===== src/rtl/brre_pkg.sv =====
// ----------------------------------------------------------------------------
// brre_pkg
// Shared types and constants of the binary row run extractor: field widths,
// register indexes and reset values, pixel colour codes and record kinds.
// ----------------------------------------------------------------------------
`default_nettype none

package brre_pkg;

   localparam int ROW_WIDTH_W = 13;
   localparam int SCALE_W     = 10;
   localparam int OFFSET_W    = 24;
   localparam int ID_W        = 24;
   localparam int COORD_W     = 25;
   localparam int LEN_W       = 22;
   localparam int CSR_DATA_W  = 32;
   localparam int CSR_ADDR_W  = 4;

   localparam logic [ROW_WIDTH_W-1:0]     ROW_WIDTH_RESET = 13'd1;
   localparam logic [SCALE_W-1:0]         SCALE_RESET     = 10'd1;
   localparam logic signed [OFFSET_W-1:0] X_OFFSET_RESET  = 24'sd5348;
   localparam logic signed [OFFSET_W-1:0] Y_OFFSET_RESET  = 24'sd50;

   typedef enum logic [1:0] {
      REG_ROW_WIDTH = 2'd0,
      REG_SCALE     = 2'd1,
      REG_X_OFFSET  = 2'd2,
      REG_Y_OFFSET  = 2'd3
   } reg_index_type;

   typedef enum logic [1:0] {
      COLOUR_CLEAR = 2'd0,
      COLOUR_SET   = 2'd1,
      COLOUR_NONE  = 2'd2
   } colour_type;

   typedef enum logic {
      KIND_START = 1'b0,
      KIND_END   = 1'b1
   } kind_type;

   // records that one pixel produces, start record always goes first
   typedef struct packed {
      logic has_start;
      logic has_end;
   } rec_flags_type;

endpackage

`default_nettype wire


===== src/rtl/brre_if.sv =====
// ----------------------------------------------------------------------------
// brre_if
// Valid/ready channels of the run extractor: the pixel request channel and
// the run record response channel.
// ----------------------------------------------------------------------------
`default_nettype none

interface brre_req_if;
   import brre_pkg::*;

   logic valid;
   logic ready;
   logic pixel;

   modport source (output valid, output pixel, input ready);
   modport sink   (input valid, input pixel, output ready);
endinterface

interface brre_rsp_if;
   import brre_pkg::*;

   logic                      valid;
   logic                      ready;
   logic                      kind;
   logic [ID_W-1:0]           run_id;
   logic signed [COORD_W-1:0] x_coord;
   logic signed [COORD_W-1:0] y_coord;
   logic [LEN_W-1:0]          run_length;
   logic                      last;

   modport source (output valid, output kind, output run_id, output x_coord,
                   output y_coord, output run_length, output last, input ready);
   modport sink   (input valid, input kind, input run_id, input x_coord,
                   input y_coord, input run_length, input last, output ready);
endinterface

`default_nettype wire


===== src/rtl/brre_track.sv =====
// ----------------------------------------------------------------------------
// brre_track
// Run tracking front end: keeps column, row, previous colour, run start and
// run counter, and registers the raw records caused by each accepted pixel.
// ----------------------------------------------------------------------------
`default_nettype none

module brre_track #(
   parameter int MAX_WIDTH  = 4096,
   parameter int MAX_HEIGHT = 4096,
   parameter int COL_W      = 12,
   parameter int ROW_W      = 12
) (
   input  wire                               clock,
   input  wire                               reset,
   input  wire [brre_pkg::ROW_WIDTH_W-1:0]   row_width,
   input  wire                               in_valid,
   output logic                              in_ready,
   input  wire                               pixel,
   output logic                              out_valid,
   input  wire                               out_ready,
   output brre_pkg::rec_flags_type           out_flags,
   output logic [brre_pkg::ID_W-1:0]         out_id,
   output logic [COL_W-1:0]                  out_col,
   output logic [ROW_W-1:0]                  out_row,
   output logic [COL_W-1:0]                  out_len_m1
);
   import brre_pkg::*;

   localparam int CMP_W = (COL_W + 1 > ROW_WIDTH_W) ? COL_W + 1 : ROW_WIDTH_W;

   colour_type       prev_ff, prev_in;
   logic [COL_W-1:0] start_col_ff, start_col_in;
   logic [COL_W-1:0] col_ff, col_in;
   logic [ROW_W-1:0] row_ff, row_in;
   logic [ID_W-1:0]  cnt_ff, cnt_in;
   logic             valid_ff, valid_in;
   rec_flags_type    flags_ff, flags_in;
   logic [ID_W-1:0]  id_ff, id_in;
   logic [COL_W-1:0] ocol_ff;
   logic [ROW_W-1:0] orow_ff;
   logic [COL_W-1:0] len_ff, len_in;

   logic [CMP_W-1:0] width_eff;
   logic [CMP_W-1:0] col_next;
   logic             row_end;
   logic             accept;
   logic             run_start;
   logic             end_clear;
   logic             end_row;

   assign in_ready = !valid_ff || out_ready;
   assign accept   = in_valid && in_ready;

   always_comb begin
      width_eff = CMP_W'(row_width);
      if (row_width == '0) begin
         width_eff = CMP_W'(1);
      end
      if (width_eff > CMP_W'(MAX_WIDTH)) begin
         width_eff = CMP_W'(MAX_WIDTH);
      end
   end

   assign col_next  = CMP_W'(col_ff) + CMP_W'(1);
   assign row_end   = (col_next >= width_eff);
   assign run_start = pixel && (prev_ff != COLOUR_SET);
   assign end_clear = !pixel && (prev_ff == COLOUR_SET);
   assign end_row   = row_end && pixel;

   always_comb begin
      flags_in.has_start = run_start;
      flags_in.has_end   = end_clear || end_row;
      id_in              = run_start ? cnt_ff : cnt_ff - ID_W'(1);
      if (end_clear) begin
         len_in = col_ff - start_col_ff - COL_W'(1);
      end else if (run_start) begin
         len_in = '0;
      end else begin
         len_in = col_ff - start_col_ff;
      end
   end

   always_comb begin
      prev_in      = prev_ff;
      start_col_in = start_col_ff;
      col_in       = col_ff;
      row_in       = row_ff;
      cnt_in       = cnt_ff;
      valid_in     = valid_ff && !out_ready;
      if (accept) begin
         valid_in = flags_in.has_start || flags_in.has_end;
         if (run_start) begin
            cnt_in       = cnt_ff + ID_W'(1);
            start_col_in = col_ff;
         end
         if (row_end) begin
            prev_in = COLOUR_NONE;
            col_in  = '0;
            if (row_ff == ROW_W'(MAX_HEIGHT - 1)) begin
               row_in = '0;
            end else begin
               row_in = row_ff + ROW_W'(1);
            end
         end else begin
            prev_in = pixel ? COLOUR_SET : COLOUR_CLEAR;
            col_in  = col_next[COL_W-1:0];
         end
      end
   end

   always_ff @(posedge clock) begin
      if (reset) begin
         prev_ff      <= COLOUR_NONE;
         start_col_ff <= '0;
         col_ff       <= '0;
         row_ff       <= '0;
         cnt_ff       <= '0;
         valid_ff     <= 1'b0;
      end else begin
         prev_ff      <= prev_in;
         start_col_ff <= start_col_in;
         col_ff       <= col_in;
         row_ff       <= row_in;
         cnt_ff       <= cnt_in;
         valid_ff     <= valid_in;
      end
   end

   always_ff @(posedge clock) begin
      if (accept) begin
         flags_ff <= flags_in;
         id_ff    <= id_in;
         ocol_ff  <= col_ff;
         orow_ff  <= row_ff;
         len_ff   <= len_in;
      end
   end

   assign out_valid  = valid_ff;
   assign out_flags  = flags_ff;
   assign out_id     = id_ff;
   assign out_col    = ocol_ff;
   assign out_row    = orow_ff;
   assign out_len_m1 = len_ff;

endmodule

`default_nettype wire


===== src/rtl/brre_scale.sv =====
// ----------------------------------------------------------------------------
// brre_scale
// Coordinate and length scaling: one multiply and one add per field, giving
// the offset start coordinates and the scaled run length.
// ----------------------------------------------------------------------------
`default_nettype none

module brre_scale #(
   parameter int COL_W = 12,
   parameter int ROW_W = 12
) (
   input  wire [COL_W-1:0]                        col,
   input  wire [ROW_W-1:0]                        row,
   input  wire [COL_W-1:0]                        len_m1,
   input  wire [brre_pkg::SCALE_W-1:0]            scale,
   input  wire signed [brre_pkg::OFFSET_W-1:0]    x_offset,
   input  wire signed [brre_pkg::OFFSET_W-1:0]    y_offset,
   output logic signed [brre_pkg::COORD_W-1:0]    x_coord,
   output logic signed [brre_pkg::COORD_W-1:0]    y_coord,
   output logic [brre_pkg::LEN_W-1:0]             run_length
);
   import brre_pkg::*;

   localparam int XP_W = COL_W + SCALE_W;
   localparam int YP_W = ROW_W + SCALE_W;

   logic [XP_W-1:0] x_prod;
   logic [YP_W-1:0] y_prod;
   logic [XP_W-1:0] len_prod;

   assign x_prod   = XP_W'(col) * XP_W'(scale);
   assign y_prod   = YP_W'(row) * YP_W'(scale);
   assign len_prod = XP_W'(len_m1) * XP_W'(scale);

   // sign-extend the offset, then wrap the sum to the coordinate width
   assign x_coord = $signed({x_offset[OFFSET_W-1], x_offset} + COORD_W'(x_prod));
   assign y_coord = $signed({y_offset[OFFSET_W-1], y_offset} + COORD_W'(y_prod));
   assign run_length = LEN_W'(len_prod) + LEN_W'(1);

endmodule

`default_nettype wire


===== src/rtl/brre_emit.sv =====
// ----------------------------------------------------------------------------
// brre_emit
// Output record register: holds the records of one pixel and sends them one
// item at a time, start record first, marking the final one.
// ----------------------------------------------------------------------------
`default_nettype none

module brre_emit (
   input  wire                                  clock,
   input  wire                                  reset,
   input  wire                                  in_valid,
   output logic                                 in_ready,
   input  brre_pkg::rec_flags_type              in_flags,
   input  wire [brre_pkg::ID_W-1:0]             in_id,
   input  wire signed [brre_pkg::COORD_W-1:0]   in_x,
   input  wire signed [brre_pkg::COORD_W-1:0]   in_y,
   input  wire [brre_pkg::LEN_W-1:0]            in_len,
   output logic                                 out_valid,
   input  wire                                  out_ready,
   output logic                                 out_kind,
   output logic [brre_pkg::ID_W-1:0]            out_run_id,
   output logic signed [brre_pkg::COORD_W-1:0]  out_x,
   output logic signed [brre_pkg::COORD_W-1:0]  out_y,
   output logic [brre_pkg::LEN_W-1:0]           out_len,
   output logic                                 out_last
);
   import brre_pkg::*;

   logic                      pend_start_ff, pend_start_in;
   logic                      pend_end_ff, pend_end_in;
   logic [ID_W-1:0]           id_ff;
   logic signed [COORD_W-1:0] x_ff;
   logic signed [COORD_W-1:0] y_ff;
   logic [LEN_W-1:0]          len_ff;
   logic                      sent;
   logic                      final_beat;
   logic                      load;

   assign out_valid  = pend_start_ff || pend_end_ff;
   assign out_last   = !(pend_start_ff && pend_end_ff);
   assign sent       = out_valid && out_ready;
   assign final_beat = sent && out_last;
   assign in_ready   = !out_valid || final_beat;
   assign load       = in_valid && in_ready;

   always_comb begin
      pend_start_in = pend_start_ff;
      pend_end_in   = pend_end_ff;
      if (sent) begin
         if (pend_start_ff) begin
            pend_start_in = 1'b0;
         end else begin
            pend_end_in = 1'b0;
         end
      end
      if (load) begin
         pend_start_in = in_flags.has_start;
         pend_end_in   = in_flags.has_end;
      end
   end

   always_ff @(posedge clock) begin
      if (reset) begin
         pend_start_ff <= 1'b0;
         pend_end_ff   <= 1'b0;
      end else begin
         pend_start_ff <= pend_start_in;
         pend_end_ff   <= pend_end_in;
      end
   end

   always_ff @(posedge clock) begin
      if (load) begin
         id_ff  <= in_id;
         x_ff   <= in_x;
         y_ff   <= in_y;
         len_ff <= in_len;
      end
   end

   // start records carry coordinates, end records carry the length
   assign out_kind   = pend_start_ff ? KIND_START : KIND_END;
   assign out_run_id = id_ff;
   assign out_x      = pend_start_ff ? x_ff : '0;
   assign out_y      = pend_start_ff ? y_ff : '0;
   assign out_len    = pend_start_ff ? '0 : len_ff;

endmodule

`default_nettype wire


===== src/rtl/binary_row_run_extractor.sv =====
// ----------------------------------------------------------------------------
// binary_row_run_extractor
// A pixel's records are registered in the tracking stage, then in the output
// register. Throughput: one pixel per cycle while the output is not stalled;
// a pixel that both starts and ends a run (single set pixel in the last
// column) sends two records, one per cycle, and can stall the input meanwhile.
// Reset: synchronous; clears counters, run id, colour to "no pixel yet" and
// loads the register defaults.
// ----------------------------------------------------------------------------
`default_nettype none

module binary_row_run_extractor #(
   parameter int MAX_WIDTH  = 4096,
   parameter int MAX_HEIGHT = 4096
) (
   input  wire                               clock,
   input  wire                               reset,
   input  wire                               csr_psel,
   input  wire                               csr_penable,
   input  wire                               csr_pwrite,
   input  wire [brre_pkg::CSR_ADDR_W-1:0]    csr_paddr,
   input  wire [brre_pkg::CSR_DATA_W-1:0]    csr_pwdata,
   output logic [brre_pkg::CSR_DATA_W-1:0]   csr_prdata,
   output logic                              csr_pready,
   brre_req_if.sink                          req_ch,
   brre_rsp_if.source                        rsp_ch
);
   import brre_pkg::*;

   localparam int COL_W = $clog2(MAX_WIDTH);
   localparam int ROW_W = (MAX_HEIGHT > 1) ? $clog2(MAX_HEIGHT) : 1;

   // configuration registers
   logic [ROW_WIDTH_W-1:0]     row_width_ff;
   logic [SCALE_W-1:0]         scale_ff;
   logic signed [OFFSET_W-1:0] x_offset_ff;
   logic signed [OFFSET_W-1:0] y_offset_ff;

   logic          csr_write;
   reg_index_type csr_index;

   // tracking stage to output register
   logic             s1_valid;
   logic             s1_ready;
   rec_flags_type    s1_flags;
   logic [ID_W-1:0]  s1_id;
   logic [COL_W-1:0] s1_col;
   logic [ROW_W-1:0] s1_row;
   logic [COL_W-1:0] s1_len_m1;

   logic signed [COORD_W-1:0] sc_x;
   logic signed [COORD_W-1:0] sc_y;
   logic [LEN_W-1:0]          sc_len;

   // ---------------------------------------------------------------------
   // Register port: no wait states, write on the access phase.
   // ---------------------------------------------------------------------
   assign csr_pready = 1'b1;
   assign csr_write  = csr_psel && csr_penable && csr_pwrite && csr_pready;
   assign csr_index  = reg_index_type'(csr_paddr[CSR_ADDR_W-1:2]);

   always_ff @(posedge clock) begin
      if (reset) begin
         row_width_ff <= ROW_WIDTH_RESET;
         scale_ff     <= SCALE_RESET;
         x_offset_ff  <= X_OFFSET_RESET;
         y_offset_ff  <= Y_OFFSET_RESET;
      end else if (csr_write) begin
         unique case (csr_index)
            REG_ROW_WIDTH: row_width_ff <= csr_pwdata[ROW_WIDTH_W-1:0];
            REG_SCALE:     scale_ff     <= csr_pwdata[SCALE_W-1:0];
            REG_X_OFFSET:  x_offset_ff  <= $signed(csr_pwdata[OFFSET_W-1:0]);
            REG_Y_OFFSET:  y_offset_ff  <= $signed(csr_pwdata[OFFSET_W-1:0]);
            default:       row_width_ff <= row_width_ff;
         endcase
      end
   end

   always_comb begin
      unique case (csr_index)
         REG_ROW_WIDTH: csr_prdata = CSR_DATA_W'(row_width_ff);
         REG_SCALE:     csr_prdata = CSR_DATA_W'(scale_ff);
         REG_X_OFFSET:  csr_prdata = CSR_DATA_W'($unsigned(x_offset_ff));
         REG_Y_OFFSET:  csr_prdata = CSR_DATA_W'($unsigned(y_offset_ff));
         default:       csr_prdata = '0;
      endcase
   end

   // ---------------------------------------------------------------------
   // Stage 1: update run state on each accepted pixel and register the raw
   // records. Pixels that cause no record do not enter the pipeline.
   // ---------------------------------------------------------------------
   brre_track #(
      .MAX_WIDTH  (MAX_WIDTH),
      .MAX_HEIGHT (MAX_HEIGHT),
      .COL_W      (COL_W),
      .ROW_W      (ROW_W)
   ) u_track (
      .clock      (clock),
      .reset      (reset),
      .row_width  (row_width_ff),
      .in_valid   (req_ch.valid),
      .in_ready   (req_ch.ready),
      .pixel      (req_ch.pixel),
      .out_valid  (s1_valid),
      .out_ready  (s1_ready),
      .out_flags  (s1_flags),
      .out_id     (s1_id),
      .out_col    (s1_col),
      .out_row    (s1_row),
      .out_len_m1 (s1_len_m1)
   );

   // ---------------------------------------------------------------------
   // Scale coordinates and length between stage 1 and the output register.
   // ---------------------------------------------------------------------
   brre_scale #(
      .COL_W (COL_W),
      .ROW_W (ROW_W)
   ) u_scale (
      .col        (s1_col),
      .row        (s1_row),
      .len_m1     (s1_len_m1),
      .scale      (scale_ff),
      .x_offset   (x_offset_ff),
      .y_offset   (y_offset_ff),
      .x_coord    (sc_x),
      .y_coord    (sc_y),
      .run_length (sc_len)
   );

   // ---------------------------------------------------------------------
   // Stage 2: output register, one record per cycle unless stalled; frees
   // itself on the final record so new records can load in the same cycle.
   // ---------------------------------------------------------------------
   brre_emit u_emit (
      .clock      (clock),
      .reset      (reset),
      .in_valid   (s1_valid),
      .in_ready   (s1_ready),
      .in_flags   (s1_flags),
      .in_id      (s1_id),
      .in_x       (sc_x),
      .in_y       (sc_y),
      .in_len     (sc_len),
      .out_valid  (rsp_ch.valid),
      .out_ready  (rsp_ch.ready),
      .out_kind   (rsp_ch.kind),
      .out_run_id (rsp_ch.run_id),
      .out_x      (rsp_ch.x_coord),
      .out_y      (rsp_ch.y_coord),
      .out_len    (rsp_ch.run_length),
      .out_last   (rsp_ch.last)
   );

   // ---------------------------------------------------------------------
   // Assertions
   // ---------------------------------------------------------------------

   // a start record that is not last is followed by the end of that run
   a_start_then_end : assert property (@(posedge clock) disable iff (reset)
      rsp_ch.valid && rsp_ch.ready && (rsp_ch.kind == KIND_START) && !rsp_ch.last
      |=> rsp_ch.valid && (rsp_ch.kind == KIND_END)
          && (rsp_ch.run_id == $past(rsp_ch.run_id)))
      else $error("start record not followed by its end record");

   // an end record always closes the records of its pixel
   a_end_is_last : assert property (@(posedge clock) disable iff (reset)
      rsp_ch.valid && (rsp_ch.kind == KIND_END) |-> rsp_ch.last)
      else $error("end record without last");

   // pipeline comes out of reset empty and ready for a pixel
   a_reset_empty : assert property (@(posedge clock)
      reset |=> req_ch.ready && !rsp_ch.valid && !s1_valid)
      else $error("pipeline not empty after reset");

endmodule

`default_nettype wire


===== src/flat_wrapper.sv =====
// flat-port wrapper written by rule: the top's interface ports become plain ports
module binary_row_run_extractor_flat import brre_pkg::*;
#(
   parameter int MAX_WIDTH  = 4096,
   parameter int MAX_HEIGHT = 4096
)
  (clock, reset, csr_psel, csr_penable, csr_pwrite, csr_paddr, csr_pwdata, csr_prdata, csr_pready, req_ch_valid, req_ch_pixel, req_ch_ready, rsp_ch_valid, rsp_ch_kind, rsp_ch_run_id, rsp_ch_x_coord, rsp_ch_y_coord, rsp_ch_run_length, rsp_ch_last, rsp_ch_ready);
  brre_req_if req_ch_i ();
  brre_rsp_if rsp_ch_i ();
  input  wire clock;
  input  wire reset;
  input  wire csr_psel;
  input  wire csr_penable;
  input  wire csr_pwrite;
  input  wire [brre_pkg::CSR_ADDR_W-1:0] csr_paddr;
  input  wire [brre_pkg::CSR_DATA_W-1:0] csr_pwdata;
  output logic [brre_pkg::CSR_DATA_W-1:0] csr_prdata;
  output logic csr_pready;
  input wire logic [$bits(req_ch_i.valid)-1:0] req_ch_valid;
  input wire logic [$bits(req_ch_i.pixel)-1:0] req_ch_pixel;
  output wire logic [$bits(req_ch_i.ready)-1:0] req_ch_ready;
  output wire logic [$bits(rsp_ch_i.valid)-1:0] rsp_ch_valid;
  output wire logic [$bits(rsp_ch_i.kind)-1:0] rsp_ch_kind;
  output wire logic [$bits(rsp_ch_i.run_id)-1:0] rsp_ch_run_id;
  output wire logic [$bits(rsp_ch_i.x_coord)-1:0] rsp_ch_x_coord;
  output wire logic [$bits(rsp_ch_i.y_coord)-1:0] rsp_ch_y_coord;
  output wire logic [$bits(rsp_ch_i.run_length)-1:0] rsp_ch_run_length;
  output wire logic [$bits(rsp_ch_i.last)-1:0] rsp_ch_last;
  input wire logic [$bits(rsp_ch_i.ready)-1:0] rsp_ch_ready;
  assign req_ch_i.valid = req_ch_valid;
  assign req_ch_i.pixel = req_ch_pixel;
  assign req_ch_ready = req_ch_i.ready;
  assign rsp_ch_valid = rsp_ch_i.valid;
  assign rsp_ch_kind = rsp_ch_i.kind;
  assign rsp_ch_run_id = rsp_ch_i.run_id;
  assign rsp_ch_x_coord = rsp_ch_i.x_coord;
  assign rsp_ch_y_coord = rsp_ch_i.y_coord;
  assign rsp_ch_run_length = rsp_ch_i.run_length;
  assign rsp_ch_last = rsp_ch_i.last;
  assign rsp_ch_i.ready = rsp_ch_ready;
  binary_row_run_extractor #(.MAX_WIDTH(MAX_WIDTH), .MAX_HEIGHT(MAX_HEIGHT)) u_core (.clock(clock), .reset(reset), .csr_psel(csr_psel), .csr_penable(csr_penable), .csr_pwrite(csr_pwrite), .csr_paddr(csr_paddr), .csr_pwdata(csr_pwdata), .csr_prdata(csr_prdata), .csr_pready(csr_pready), .req_ch(req_ch_i), .rsp_ch(rsp_ch_i));
endmodule

===== config.mk =====
export PLATFORM = sky130hd
export DESIGN_NAME = binary_row_run_extractor_flat
export DESIGN_NICKNAME = d
export VERILOG_FILES = /design/src/rtl/brre_pkg.sv /design/src/rtl/brre_if.sv /design/src/rtl/brre_track.sv /design/src/rtl/brre_scale.sv /design/src/rtl/brre_emit.sv /design/src/rtl/binary_row_run_extractor.sv /design/src/flat_wrapper.sv
export SDC_FILE = /design/constraint.sdc
export NUM_CORES = 1
export LEC_CHECK = 0
export ABC_AREA = 1
export BUFFER_PORTS_ARGS = -buffer_cell sky130_fd_sc_hd__clkbuf_2
export CAP_MARGIN = 25
export CORE_MARGIN = 2
export CORE_UTILIZATION = 55
export CTS_CLUSTER_SIZE = 14
export DETAILED_ROUTE_END_ITERATION = 12
export PLACE_DENSITY_LB_ADDON = 0.2
export SLEW_MARGIN = 10
export SYNTH_ARGS = -nofsm -noshare
export SYNTH_HDL_FRONTEND = slang
export SYNTH_SLANG_ARGS = --single-unit

===== constraint.sdc =====
create_clock -name clock -period 6 [get_ports clock]
set_input_delay 1.5 -clock clock [delete_from_list [all_inputs] [get_ports clock]]
set_output_delay 1.5 -clock clock [all_outputs]
set_load 0.01 [all_outputs]

# [Word-level counts from Yosys, hierarchy flattened]
# Index checks and enable logic that the tools add are counted.
[op_classes] addsub=9 multipliers=3 n_lt_le_gt_ge=2 n_eq_ne=7 n_mux=20 n_reduce_logical=31
[ops] cell="32-bit one-hot mux with 4 select lines" n=1
[ops] cell="12-bit by 10-bit multiplier with 22-bit output" n=3
[ops] cell="24-bit by 23-bit adder with 25-bit output" n=2
[ops] cell="25-bit 2-to-1 mux" n=2
[ops] cell="12-bit 2-to-1 mux" n=4
[ops] cell="13-bit 2-to-1 mux" n=2
[ops] cell="24-bit by 1-bit adder with 24-bit output (second input constant)" n=1
[ops] cell="24-bit 2-to-1 mux" n=1
[ops] cell="24-bit by 1-bit subtractor with 24-bit output (second input constant)" n=1
[ops] cell="22-bit by 1-bit adder with 22-bit output (second input constant)" n=1
[ops] cell="22-bit 2-to-1 mux" n=1
[ops] cell="2-bit AND reduction" n=7
[ops] cell="12-bit by 1-bit adder with 13-bit output (second input constant)" n=1
[ops] cell="13-bit >= comparator" n=1
[ops] cell="13-bit > comparator (second input constant)" n=1
[ops] cell="13-bit zero test" n=1
[ops] cell="12-bit by 1-bit adder with 12-bit output (second input constant)" n=1
[ops] cell="12-bit == test (second input constant)" n=1
[ops] cell="12-bit by 1-bit subtractor with 12-bit output (second input constant)" n=1
[ops] cell="12-bit subtractor" n=1
[ops] cell="1-bit logical AND" n=11
[ops] cell="1-bit 2-to-1 mux" n=8
[ops] cell="1-bit zero test" n=5
[ops] cell="1-bit logical OR" n=5
[ops] cell="other kinds (6)" n=9
[totals] reg_bits=294 input_bits=44 output_inout_bits=133 word_cells=94

# [Logic depth before layout (Yosys ltp)]
[logic_depth] ltp_word=9 ltp_mapped=31 mapped_depth_nobuf=29

# [Modules after synthesis]
# From an unflattened synthesis, not the netlist that was laid out.
[hier_totals] hier_cells=4311 hier_area_um2=30678.2
[by_module_without_submodules] mod="brre_scale" n_inst=1 cells_each=2658 area_per_inst_um2=16537.1 seq_area_each_um2=0.0
[by_module_without_submodules] mod="brre_track" n_inst=1 cells_each=887 area_per_inst_um2=7148.1 seq_area_each_um2=3123.0
[by_module_without_submodules] mod="brre_emit" n_inst=1 cells_each=264 area_per_inst_um2=3583.4 seq_area_each_um2=2922.8
[by_module_without_submodules] mod="binary_row_run_extractor" n_inst=1 cells_each=502 area_per_inst_um2=3409.5 seq_area_each_um2=1421.4

# [Worst setup path after synthesis]
# OpenSTA, ideal clock, no wires.
[synth_timing] kind="input to register" startpoint="input port rsp_ch_ready" endpoint="register u_core.u_emit.len_ff[0] (enable)" setup_ps=554 arrival_ps=5625 required_ps=5446 setup_slack_ps=-179 stages=2 path_buffers=0 path_cell_list="o21ai_2 nor2_1"
[synth_via] elab_chain_len=4
[synth_rtl] item="start: declaration" line="flat_wrapper.sv:29" text="input wire logic [$bits(rsp_ch_i.ready)-1:0] rsp_ch_ready;"
[synth_rtl] item="1-bit logical AND" line="brre_emit.sv:41" text="assign sent = out_valid && out_ready;"
[synth_rtl] item="1-bit logical AND" line="brre_emit.sv:42" text="assign final_beat = sent && out_last;"
[synth_rtl] item="1-bit logical OR" line="brre_emit.sv:43" text="assign in_ready = !out_valid || final_beat;"
[synth_rtl] item="1-bit logical AND" line="brre_emit.sv:44" text="assign load = in_valid && in_ready;"
[synth_rtl] item="named net u_core.u_emit.load" line="brre_emit.sv:37" text="logic load;"
[synth_rtl] item="end signal: assignment" line="brre_emit.sv:77" text="len_ff <= in_len;"
[synth_rtl] item="end: declaration" line="brre_emit.sv:34" text="logic [LEN_W-1:0] len_ff;"
# The timed path passes the listed nets, and every way through them passes these cells.
# A chain may end at the register's enable or synchronous reset.

# [Worst setup path after layout]
[layout_timing] startpoint="register u_core.scale_ff[2]" endpoint="register u_core.u_emit.x_ff[23], data pin"
[layout_via] elab_chain_len=2
[layout_rtl] item="start: declaration" line="binary_row_run_extractor.sv:35" text="logic [SCALE_W-1:0] scale_ff;"
[layout_rtl] item="start signal: assignment" line="binary_row_run_extractor.sv:71" text="REG_SCALE: scale_ff <= csr_pwdata[SCALE_W-1:0];"
[layout_rtl] item="12-bit by 10-bit multiplier with 22-bit output" line="brre_scale.sv:31" text="assign x_prod = XP_W'(col) * XP_W'(scale);"
[layout_rtl] item="24-bit by 23-bit adder with 25-bit output" line="brre_scale.sv:36" text="assign x_coord = $signed({x_offset[OFFSET_W-1], x_offset} + COORD_W'(x_prod));"
[layout_rtl] item="named net u_core.sc_x[23]" line="binary_row_run_extractor.sv:51" text="logic signed [COORD_W-1:0] sc_x;"
[layout_rtl] item="end signal: assignment" line="brre_emit.sv:75" text="x_ff <= in_x;"
[layout_rtl] item="end: declaration" line="brre_emit.sv:32" text="logic signed [COORD_W-1:0] x_ff;"
# The timed path passes the listed nets, and every way through them passes these cells.

==> reports/metrics.yaml <==
worst_setup_path:
  cp_common_cell: "fa_1"
  slowest_stage: "fa_1"
  end_kind: "flip-flop"
  path_max_fanout: 6
  crit_path_start_kind: "flip-flop"
  worstPathRequired_ns: 6.32
  arrival_ns: 6.44
  max_stage_delay_ns: 0.51
  crit_type: "reg -> reg"
place:
  pre_cts_ws_ns: -0.572
  place_hpwl_um: 58900
  dp.cells: 4647
  gp_congestion: 0.943
  portBuffers: 157
  place_area_mm2: 0.0313
floorplan:
  start_util_pct: 55.3
  die_w_um: 231
  core_area_mm2: 0.0511
  num_rows: 83
  die_h_um: 231
  die_area_mm2: 0.0532
  pin_count: 177
cells_and_area:
  fillers: 4195
  fin_cells: 4755
  stdcell_area_mm2: 0.0345
  area_growth_pct: 21.9
  final_net_count: 4577
  diodes: 0
  layout-drive-gt1-share_pct: 20.5
sta:
  timing.fmax_mhz: 163
  finalSetupViolations: 8
  post-route-period-util_pct: 102
  period_needed_ns: 6.12
  relSlewSlack_pct: 31.4
  setup_tns_ns: -0.378
  tightest_slew_ns: 1.02
  setup_ws_ns: -0.119
  rsz0062_at_grt: "true"
  hold_viol: 0
  slew_violations: 0
  clock_skew_ns: 0.0212
cts:
  htreeDepth: 2
  numCtsBuffers: 36
  cts_tree: "yes"
  clockBufferDepth: 3
  cts_root_buffer: "clkbuf_16"
  cts_hold_buf: 0
  clk_pin_slew_ns: 0.07
  cts_sinks: 294
  clk_latency_ns: 0.58
pwr:
  power.density_mw_per_mm2: 182
  vdd.ir_drop.worst_v: 0.000262
  p_leak_nw: 18.7
  p_total_mw: 6.29
logic_synthesis:
  syn-mean-instance-area_um2: 7.68
  yosys_register_bits: 294
  synth_top_area_share_pct: 16.8
  yosys_most_used_dff: "edfxtp_1"
  ys_types: 55
  synth_area_leader_cell: "edfxtp_1"
  synth_area_leaders: "edfxtp_1 17%, fa_1 17%, nand2_1 12%"
  synth_seq_area_share_pct: 26.4
  syn-cell-area_mm2: 0.0283
  synth_edf_count: 158
  ys_warn_count: 0
  synth_cells: 3684
  synthArstFlopShare_pct: 0
grt:
  grt_pass1_wl_um: 119000
  antenna_found_initial: 0
  grt_usage_pct: 28.0
  grt_pass1_vias: 23366
  grt_overflow: 0
  grt_max_degree: 76
min_path:
  hold_class: "reg -> reg"
routing:
  dr_total_vias: 25124
  wl_per_cell_um: 16.1
  dr.pass1.iters: 5
  route.detailed.drc: 0
  drtIter0Drc: 1915
  wl_um: 76600
  vias_per_cell: 5.28
  ant_nets: 0
outcome:
  violations: "negative setup slack"
  outcome: "complete, but fails checks"
flow_run:
  drv_cap: 0
==> worst paths after layout <==
| check | start | to | slack (ns) | cells past startpoint |
|---|---|---|---|---|
| hold / removal | u_core.u_track.out_id[19] | u_core.u_emit.out_run_id[19] | 0.42 | 0 |
| hold reg to reg | u_core.u_track.out_id[19] | u_core.u_emit.out_run_id[19] | 0.42 | 0 |
| setup reg to reg | u_core.scale_ff[2] | u_core.u_emit.x_ff[23] | -0.12 | 26 |
| setup / recovery | u_core.scale_ff[2] | u_core.u_emit.x_ff[23] | -0.12 | 26 |
==> Yosys cell counts, types with 3 or more instances <==
library cell,n
buf_4,18
buf_1,19
fa_1,237
o211ai_1,6
nand2_2,5
nand2_1,925
nand3_1,117
nor4_1,14
a21oi_1,177
o21bai_1,15
inv_2,5
buf_2,15
nor2_1,325
a211oi_2,3
a21boi_1,3
a22o_1,10
o21a_1,6
nor3_1,25
inv_1,691
a211oi_1,5
o22ai_1,3
nor3_2,7
xor2_1,102
clkbuf_1,92
nand4_1,52
edfxtp_1,158
o21ai_0,165
clkinv_1,3
nand3b_1,4
o21ai_1,5
and2_1,4
ha_1,249
xnor2_1,33
a31oi_1,11
dfxtp_1,136
nor2_2,6
a21o_1,6
==> report_power, final <==
part | internal [mW] | total (mW) | switching (mW)
logic | 0.659 | 1.68 | 1.02
clock network | 1.25 | 2.19 | 0.939
registers | 2.30 | 2.42 | 0.125
total | 4.20 | 6.29 | 2.09
==> logic make-up after synthesis <==
logic type,count (synthesis),synth area share [%]
other,2,0.0266
AND/OR/NAND/NOR,1496,21.7
adder cells (fa/ha/maj),486,27.8
buffers and inverters,848,11.6
XOR/XNOR,135,4.18
flip-flops,294,26.4
AO/OA/AOI/OAI,423,8.23
==> area by class of cell <==
class | instances | area (um^2) | share of cell area, %
Inverter | 700 | 2630 | 7.63
Clock inverter | 23 | 190 | 0.552
Timing Repair Buffer | 466 | 3310 | 9.60
Clock buffer | 43 | 990 | 2.87
Sequential cell | 294 | 7500 | 21.7
Tap cell | 680 | 851 | 2.47
Multi-Input combinational cell | 2549 | 19000 | 55.1
==> metal layers <==
metal  global-route usage (%)  routed length [um]  vias to the layer above  share of wire [%]
li1                         -                   -                    12201                  -
met1                     39.0               33200                    11935                 43
met2                     44.5               35200                      857                 46
met3                     5.43                5730                      131                7.5
met4                     7.86                2490                        0                3.3
met5                        0                   0                        -                  0
==> what timing repair did <==
item,4_1_cts,5_1_grt
pin swaps,27,136
buffers inserted,17,29
endpoints found under the setup margin,27,29
resized for setup,96,307
==> worst max-delay path, delay by kind of cell, from the launching register on <==
kind / cells / cell delay, ns
fa+ha+maj: 7 / 3.10
simple gates: 10 / 1.26
buf+inv: 6 / 0.57
flops: 1 / 0.39
compound gates: 2 / 0.38
xor+xnor: 1 / 0.16
==> stage by stage <==
step | hold slack (ns) | utilization, %
2_1_floorplan | 0.400 | -
3_5_place_dp | 0.406 | 61.3
4_1_cts | 0.420 | 64.7
3_3_place_gp | 0.404 | 61.3
6_report | 0.418 | 67.5
5_1_grt | 0.422 | 67.5
==> state kept, by name, indices dropped and copies added (netlist names), 2 cells and up <==
name / flops
u_core.u_track.prev_ff: 2
u_core.u_track.out_flags: 2
u_core.u_track.out_len_m1: 12
u_core.u_track.out_id: 24
u_core.u_track.out_row: 12
u_core.u_track.row_ff: 12
u_core.u_track.cnt_ff: 24
u_core.u_emit.out_run_id: 24
u_core.u_track.col_ff: 12
u_core.x_offset_ff: 24
u_core.scale_ff: 10
u_core.u_track.start_col_ff: 12
u_core.u_track.out_col: 12
u_core.row_width_ff: 13
u_core.y_offset_ff: 24
u_core.u_emit.len_ff: 22
u_core.u_emit.x_ff: 25
u_core.u_emit.y_ff: 25
==> cells in the final DEF, fill, tap and decap left out, types with 10 or more instances in the layout <==
master,Yosys,layout
a21oi_4,0,12
ha_1,249,212
o21ai_0,165,131
nor2_2,6,18
nand2_2,5,51
nor2_1,325,299
fa_1,237,228
inv_1,691,664
nand3_2,2,12
nand2_4,2,18
nor3_2,7,10
xnor2_1,33,32
o21bai_1,15,13
xor2_1,102,94
edfxtp_1,158,158
clkbuf_2,2,157
nand2_1,925,862
inv_2,5,33
buf_6,2,24
ha_4,0,35
buf_4,18,275
a21oi_1,177,132
nand3_1,117,107
o21ai_2,1,16
clkbuf_16,0,38
nor3_1,25,21
dfxtp_1,136,126
a21oi_2,1,34
nand4_1,52,52
a22o_1,10,10
o21ai_1,5,23
nor2_4,1,15
No activity file was read; power rests on OpenSTA's default activity.
